File: config.mk
export PLATFORM = sky130hd
export DESIGN_NAME = tlv_config_record_search_core
export DESIGN_NICKNAME = d
export VERILOG_FILES = /design/src/rtl/core/tcrs_pkg.sv /design/src/rtl/core/tcrs_scan.sv /design/src/rtl/core/tlv_config_record_search_core.sv
export SDC_FILE = /design/constraint.sdc
export NUM_CORES = 1
export LEC_CHECK = 0
export ABC_AREA = 1
export BUFFER_PORTS_ARGS = -buffer_cell sky130_fd_sc_hd__buf_2
export CAP_MARGIN = 0
export CORE_MARGIN = 2
export CORE_UTILIZATION = 40
export DETAILED_ROUTE_END_ITERATION = 16
export PLACE_DENSITY = 0.55
export SYNTH_ARGS = -nofsm -noshare
export SYNTH_HDL_FRONTEND = slang
export SYNTH_SLANG_ARGS = --single-unit
File: constraint.sdc
create_clock -name clk -period 8.1 [get_ports clk]
set_input_delay 0.81 -clock clk [delete_from_list [all_inputs] [get_ports clk]]
set_output_delay 0.81 -clock clk [all_outputs]
set_load 0.005 [all_outputs]
File: src/rtl/core/tcrs_pkg.sv
package tcrs_pkg;

	localparam int AREA_W     = 17;
	localparam int TAG_W      = 16;
	localparam int LIMIT_W    = 12;
	localparam int POS_BITS   = 17;

	localparam logic [31:0] AREA_MAGIC = 32'h6472_6148;

	localparam logic [1:0] ST_FOUND     = 2'd0;
	localparam logic [1:0] ST_NOT_FOUND = 2'd1;
	localparam logic [1:0] ST_BAD_MAGIC = 2'd2;

	localparam logic [1:0] REG_WANTED_TAG = 2'd0;
	localparam logic [1:0] REG_COPY_LIMIT = 2'd1;
	localparam logic [1:0] REG_AREA_SIZE  = 2'd2;
	localparam logic [1:0] REG_BIG_ENDIAN = 2'd3;

	typedef struct packed {
		logic [7:0] area_byte;
		logic       area_start;
	} area_req_t;

	typedef struct packed {
		logic [7:0]         payload_byte;
		logic               byte_valid;
		logic               search_done;
		logic [1:0]         search_status;
		logic [LIMIT_W-1:0] copied_count;
	} result_t;

	typedef struct packed {
		logic [TAG_W-1:0]   wanted_tag;
		logic [LIMIT_W-1:0] copy_limit;
		logic [AREA_W-1:0]  area_size;
		logic               big_endian_words;
	} cfg_t;

endpackage

File: src/rtl/core/tcrs_scan.sv
module tcrs_scan #(
	parameter int PositionBits = tcrs_pkg::POS_BITS
) (
	input  logic                clk,
	input  logic                arst_n,
	input  logic                step,
	input  tcrs_pkg::area_req_t item,
	input  tcrs_pkg::cfg_t      cfg,
	output logic                has_result,
	output tcrs_pkg::result_t   res
);

	localparam logic [2:0] PH_IDLE   = 3'd0;
	localparam logic [2:0] PH_MAGIC  = 3'd1;
	localparam logic [2:0] PH_HEADER = 3'd2;
	localparam logic [2:0] PH_SKIP   = 3'd3;
	localparam logic [2:0] PH_COPY   = 3'd4;

	localparam int CmpW = (PositionBits > tcrs_pkg::AREA_W) ? PositionBits : tcrs_pkg::AREA_W;
	localparam logic [PositionBits-1:0] PosMax = {PositionBits{1'b1}};

	logic [PositionBits-1:0]     pos_q, pos_e, pos_d;
	logic [2:0]                  phase_q, phase_e, phase_d;
	logic [31:0]                 word_q, word_e, word_d, word_n;
	logic [1:0]                  hcnt_q, hcnt_e, hcnt_d;
	logic [15:0]                 rem_q, rem_e, rem_d, rem_dec;
	logic [tcrs_pkg::LIMIT_W-1:0] copied_q, copied_e, copied_d, copied_inc;

	logic        full;
	logic        hdr_outside;
	logic [15:0] tag, len, limit_x, amt;

	always_comb begin
		if (item.area_start) begin
			pos_e    = '0;
			phase_e  = PH_MAGIC;
			word_e   = '0;
			hcnt_e   = '0;
			rem_e    = '0;
			copied_e = '0;
		end else begin
			pos_e    = pos_q;
			phase_e  = phase_q;
			word_e   = word_q;
			hcnt_e   = hcnt_q;
			rem_e    = rem_q;
			copied_e = copied_q;
		end

		pos_d  = (pos_e != PosMax) ? pos_e + 1'b1 : pos_e;
		word_n = cfg.big_endian_words ? {word_e[23:0], item.area_byte}
		                              : {item.area_byte, word_e[31:8]};
		full   = (hcnt_e == 2'd3);
		hdr_outside = CmpW'(pos_d) >= CmpW'(cfg.area_size);

		tag     = word_n[15:0];
		len     = word_n[31:16];
		limit_x = 16'(cfg.copy_limit);
		amt     = (len < limit_x) ? len : limit_x;
		rem_dec = (rem_e != 16'd0) ? rem_e - 1'b1 : rem_e;
		copied_inc = copied_e + 1'b1;

		phase_d  = phase_e;
		word_d   = word_n;
		hcnt_d   = hcnt_e + 1'b1;
		rem_d    = rem_e;
		copied_d = copied_e;

		has_result        = 1'b0;
		res.payload_byte  = '0;
		res.byte_valid    = 1'b0;
		res.search_done   = 1'b1;
		res.search_status = tcrs_pkg::ST_NOT_FOUND;
		res.copied_count  = copied_e;

		case (phase_e)
			PH_MAGIC: begin
				if (full) begin
					if (word_n != tcrs_pkg::AREA_MAGIC) begin
						has_result        = 1'b1;
						res.search_status = tcrs_pkg::ST_BAD_MAGIC;
						phase_d           = PH_IDLE;
					end else if (hdr_outside) begin
						has_result = 1'b1;
						phase_d    = PH_IDLE;
					end else begin
						phase_d = PH_HEADER;
						word_d  = '0;
					end
				end
			end
			PH_HEADER: begin
				if (full) begin
					if (len == 16'd0 || 17'(len) > cfg.area_size || tag == 16'd0) begin
						has_result = 1'b1;
						phase_d    = PH_IDLE;
					end else if (tag == cfg.wanted_tag) begin
						if (amt == 16'd0) begin
							has_result        = 1'b1;
							res.search_status = tcrs_pkg::ST_FOUND;
							phase_d           = PH_IDLE;
						end else begin
							rem_d    = amt;
							copied_d = '0;
							phase_d  = PH_COPY;
						end
					end else begin
						rem_d   = len;
						phase_d = PH_SKIP;
					end
				end
			end
			PH_SKIP: begin
				rem_d = rem_dec;
				if (rem_dec == 16'd0) begin
					if (hdr_outside) begin
						has_result = 1'b1;
						phase_d    = PH_IDLE;
					end else begin
						phase_d = PH_HEADER;
						word_d  = '0;
						hcnt_d  = '0;
					end
				end
			end
			PH_COPY: begin
				rem_d             = rem_dec;
				copied_d          = copied_inc;
				has_result        = 1'b1;
				res.payload_byte  = item.area_byte;
				res.byte_valid    = 1'b1;
				res.search_done   = (rem_dec == 16'd0);
				res.search_status = tcrs_pkg::ST_FOUND;
				res.copied_count  = copied_inc;
				if (rem_dec == 16'd0) begin
					phase_d = PH_IDLE;
				end
			end
			default: begin
				phase_d = PH_IDLE;
			end
		endcase
	end

	always_ff @(posedge clk or negedge arst_n) begin
		if (!arst_n) begin
			pos_q    <= '0;
			phase_q  <= PH_IDLE;
			word_q   <= '0;
			hcnt_q   <= '0;
			rem_q    <= '0;
			copied_q <= '0;
		end else if (step) begin
			pos_q    <= pos_d;
			phase_q  <= phase_d;
			word_q   <= word_d;
			hcnt_q   <= hcnt_d;
			rem_q    <= rem_d;
			copied_q <= copied_d;
		end
	end

endmodule

File: src/rtl/core/tlv_config_record_search_core.sv
// channel  | handshake                   | payload
// area     | area_valid / area_ready     | area_req (area_byte, area_start)
// result   | result_valid / result_ready | result (byte, flags, status, count)
// config   | cfg_we, no wait             | cfg_index, cfg_data
//
// One area byte per cycle when the result side keeps up; a result passes through
// the input register, then the result register, before it is presented.
// The scan state is updated only when the registered request moves on, which
// stalls when it yields a result and the result register is still held.
// Reset clears scan state, valid flags and configuration to its defaults.
module tlv_config_record_search_core #(
	parameter int PositionBits = tcrs_pkg::POS_BITS
) (
	input  logic                           clk,
	input  logic                           arst_n,
	input  logic                           area_valid,
	output logic                           area_ready,
	input  tcrs_pkg::area_req_t            area_req,
	output logic                           result_valid,
	input  logic                           result_ready,
	output tcrs_pkg::result_t              result,
	input  logic                           cfg_we,
	input  logic [1:0]                     cfg_index,
	input  logic [tcrs_pkg::AREA_W-1:0]    cfg_data
);

	tcrs_pkg::cfg_t      cfg_q;
	tcrs_pkg::area_req_t req_s1;
	logic                valid_s1;
	tcrs_pkg::result_t   res_s2, res_c;
	logic                valid_s2;
	logic                has_result;
	logic                out_free;
	logic                step;

	always_ff @(posedge clk or negedge arst_n) begin
		if (!arst_n) begin
			cfg_q.wanted_tag       <= 16'd1;
			cfg_q.copy_limit       <= 12'd4;
			cfg_q.area_size        <= '0;
			cfg_q.big_endian_words <= 1'b1;
		end else if (cfg_we) begin
			case (cfg_index)
				tcrs_pkg::REG_WANTED_TAG: cfg_q.wanted_tag <= cfg_data[tcrs_pkg::TAG_W-1:0];
				tcrs_pkg::REG_COPY_LIMIT: cfg_q.copy_limit <= cfg_data[tcrs_pkg::LIMIT_W-1:0];
				tcrs_pkg::REG_AREA_SIZE:  cfg_q.area_size  <= cfg_data;
				tcrs_pkg::REG_BIG_ENDIAN: cfg_q.big_endian_words <= cfg_data[0];
				default: ;
			endcase
		end
	end

	assign out_free   = !valid_s2 || result_ready;
	assign step       = valid_s1 && (!has_result || out_free);
	assign area_ready = !valid_s1 || step;

	always_ff @(posedge clk or negedge arst_n) begin
		if (!arst_n) begin
			valid_s1 <= 1'b0;
		end else if (area_ready) begin
			valid_s1 <= area_valid;
		end
	end

	always_ff @(posedge clk) begin
		if (area_ready && area_valid) begin
			req_s1 <= area_req;
		end
	end

	tcrs_scan #(
		.PositionBits(PositionBits)
	) u_scan (
		.clk       (clk),
		.arst_n    (arst_n),
		.step      (step),
		.item      (req_s1),
		.cfg       (cfg_q),
		.has_result(has_result),
		.res       (res_c)
	);

	always_ff @(posedge clk or negedge arst_n) begin
		if (!arst_n) begin
			valid_s2 <= 1'b0;
		end else if (out_free) begin
			valid_s2 <= step && has_result;
		end
	end

	always_ff @(posedge clk) begin
		if (out_free && step && has_result) begin
			res_s2 <= res_c;
		end
	end

	assign result_valid = valid_s2;
	assign result       = res_s2;

	a_byte_is_found: assert property (@(posedge clk) disable iff (!arst_n)
		result_valid && result.byte_valid |-> result.search_status == tcrs_pkg::ST_FOUND)
		else $error("copied byte without found status");

	a_open_has_byte: assert property (@(posedge clk) disable iff (!arst_n)
		result_valid && !result.search_done |-> result.byte_valid)
		else $error("non-final result without a byte");

	a_bad_magic_empty: assert property (@(posedge clk) disable iff (!arst_n)
		result_valid && result.search_status == tcrs_pkg::ST_BAD_MAGIC
		|-> result.copied_count == '0 && !result.byte_valid)
		else $error("bad magic result carries data");

	a_byte_counted: assert property (@(posedge clk) disable iff (!arst_n)
		result_valid && result.byte_valid |-> result.copied_count != '0)
		else $error("copied byte with zero count");

endmodule

==> out/qor.yml <==
status: "finished clean"
cp_slowest_cell: "buf_4"
cts-buffers-inserted: 17
num-fill-cells: 3138
overflow: 0
ff2ff_setup_slack_ns: 1.18
dp_cells: 2147
cts_setup_buffers: 0
final_common_cell: "nand2_1"
yosys.area.top_type_share_pct: 26.56
syn_area_per_cell_sq_um: 6.773
antenna_found_initial: 0
die-area_sq_um: 31320
synth_edf_count: 33
grt_first_pass_wirelength_microns: 60000
seq_area_sq_um: 4249
synthDistinctLibCells: 48
start_util_pct: 40.49
async_flop_share_pct: 79.75
setup_slack_ns: 1.181
ys.flop_type: "dfrtp_1"
first_pass_iters: 6
relSlewSlack_pct: 27.53
dp.final_hpwl_microns: 26470
p_leak_nw: 6.501
yosys-top-cells-area: "dfrtp_1 27%, nand2_1 18%, nand3_1 9.0%"
synth_area_sq_um: 11970
drive_above_1_share_pct: 8.329
crit_family: "simple AND/OR/NAND/NOR gates"
die_y_microns: 177.0
peakVddDrop_uv: 390.4
multiInputGateArea_sq_um: 6500
powerDensity_nw_per_um2: 288.6
drv_slew: 0
cts.sink_count: 163
final_nets: 1858
die_x_microns: 177.0
clkTransAtPathRegs_ns: 0.07
cts_hold_buf: 0
cts_tree: "yes"
reg2regPathDepth: 35
max_stage_delay_ns: 0.58
synth_top_area_cell: "dfrtp_1"
post-route-period-util_pct: 85.42
worstSetupStartpointType: "flop"
setup_viol: 0
grt_max_degree: 83
synth_seq_area_share_pct: 35.49
path_buf_inv: 7
syn_to_final_growth_pct: 9.347
netlist_instances: 1767
ys_warn_count: 0
port_buffers: 58
worstPathArrival_ns: 7.06
num_rows: 63
postLayoutCellArea_sq_um: 13090
rsz0062_at_grt: "no"
dp_slack_ns: 1.195
io_pins: 59
totalWireLength_microns: 37650
timing.rr.end: "result[6]$_DFFE_PP_"
cap_violations: 0
r2r-start: "req_s1[0]$_DFFE_PP_"
period_needed_ns: 6.919
via_per_inst: 5.352
fin_tns_setup_ns: 0
routedWlPerCell_microns: 17.28
num_vias: 11661
cts.path.max_buffers: 2
grt_pass1_vias: 10785
criticalPathCategory: "reg2reg"
cp_common_cell: "nor2_1"
clock_latency_ns: 0.46
yosys_register_bits: 163
post_cts_resized: 0
n_antenna_cell: 0
ant_nets: 0
track_usage_pct: 24.74
hold_violations: 0
drc: 0
instances_no_fill: 2179
worst_ep_required_time_ns: 8.24
dpl-instance-area_sq_um: 12490
hold_class: "in2async"
tightest_slew_ns: 1.080
fin_worst_skew_ns: 0.01461
crit_path_end_kind: "flop"
syn-num-nets: 1849
ctsHtreeMaxLevel: 4
cts-root-buf: "clkbuf_16"
final_cell_mix: "568 x nand2_1, 216 x nand3_1, 205 x inv_1"
place_congestion: 0.8956
fmax_mhz: 144.5
drtIter0Drc: 1114
core_sq_um: 29560
crit_fanout: 67
## synthesized netlist by cell type, types with 14 or more instances
| library cell | n |
|---|---|
| dfrtp_1 | 127 |
| nor3_1 | 20 |
| nand3_1 | 216 |
| o2111ai_1 | 20 |
| o22ai_1 | 17 |
| a21oi_1 | 47 |
| xor2_1 | 27 |
| o21ai_0 | 81 |
| o211ai_1 | 16 |
| nor2_1 | 121 |
| inv_1 | 205 |
| o21ai_1 | 14 |
| clkbuf_1 | 51 |
| ha_1 | 49 |
| edfxtp_1 | 33 |
| buf_2 | 19 |
| nand2_1 | 569 |
| nand4_1 | 41 |
## routing by layer
| layer | track usage, % | part of all wire [%] | vias up |
|---|---|---|---|
| met1 | 34.19 | 46 | 5400 |
| met4 | 9.607 | 3.1 | 0 |
| li1 | - | - | 5820 |
| met5 | 0 | 0 | - |
| met2 | 38.34 | 45 | 372 |
| met3 | 4.489 | 5.7 | 69 |
## metrics by stage
stage	total power [W]	hold slack, ns	util [%]
after CTS	0.003769	0.4273	44.27
after floorplan	0.002446	0.4419	-
after global routing	0.004059	0.4214	44.27
after global placement	0.002895	0.4532	42.26
after detailed placement	0.002921	0.4590	42.26
final	0.003777	0.3594	44.27
## report_power, final
| part | total [W] | internal, W | leakage [nW] | switching [W] |
|---|---|---|---|---|
| combinational | 0.00191 | 0.000609 | 4.23 | 0.00131 |
| clock | 0.000829 | 0.000422 | 0.290 | 0.000407 |
| sequential | 0.00103 | 0.000954 | 1.98 | 0.0000809 |
## layout make-up
cell class                      instances  area share [%]
Clock buffer                           18           3.356
Clock inverter                         14           1.195
Inverter                              213           6.110
Multi-Input combinational cell       1302           49.67
Sequential cell                       163           32.47
Tap cell                              390           3.729
Timing Repair Buffer                   79           3.471
## sequential cells by signal (all words and copies together), names as in the netlist
signal / count
cfg_q: 46
u_scan.word_q: 32
result: 24
u_scan.pos_q: 17
u_scan.rem_q: 16
u_scan.copied_q: 12
req_s1: 9
u_scan.phase_q: 3
u_scan.hcnt_q: 2
result_valid: 1
valid_s1: 1
## how the worst max path moves through the flow
stage / from / to / slack [ns] / depth (start not counted)
2_1_floorplan: req_s1[0]$_DFFE_PP_ / result[0]$_DFFE_PP_ / 1.60 / 39
3_3_place_gp: req_s1[0]$_DFFE_PP_ / result[5]$_DFFE_PP_ / 1.40 / 35
3_5_place_dp: req_s1[0]$_DFFE_PP_ / result[6]$_DFFE_PP_ / 1.20 / 36
4_1_cts: req_s1[0]$_DFFE_PP_ / result[6]$_DFFE_PP_ / 1.17 / 36
5_1_grt: req_s1[0]$_DFFE_PP_ / result[8]$_DFFE_PP_ / 0.47 / 36
6_report: req_s1[0]$_DFFE_PP_ / result[6]$_DFFE_PP_ / 1.18 / 35
## cells by family (layout without fill, tap and decap cells)
group	Yosys count	after routing	synth area share [%]
simple gates	995	995	35.41
buf+inv	302	324	10.36
compound gates	224	224	11.12
flops	163	163	35.49
fa+ha+maj	49	49	5.123
xor+xnor	34	34	2.488
Note: power is estimated with default switching activity, not from simulation.
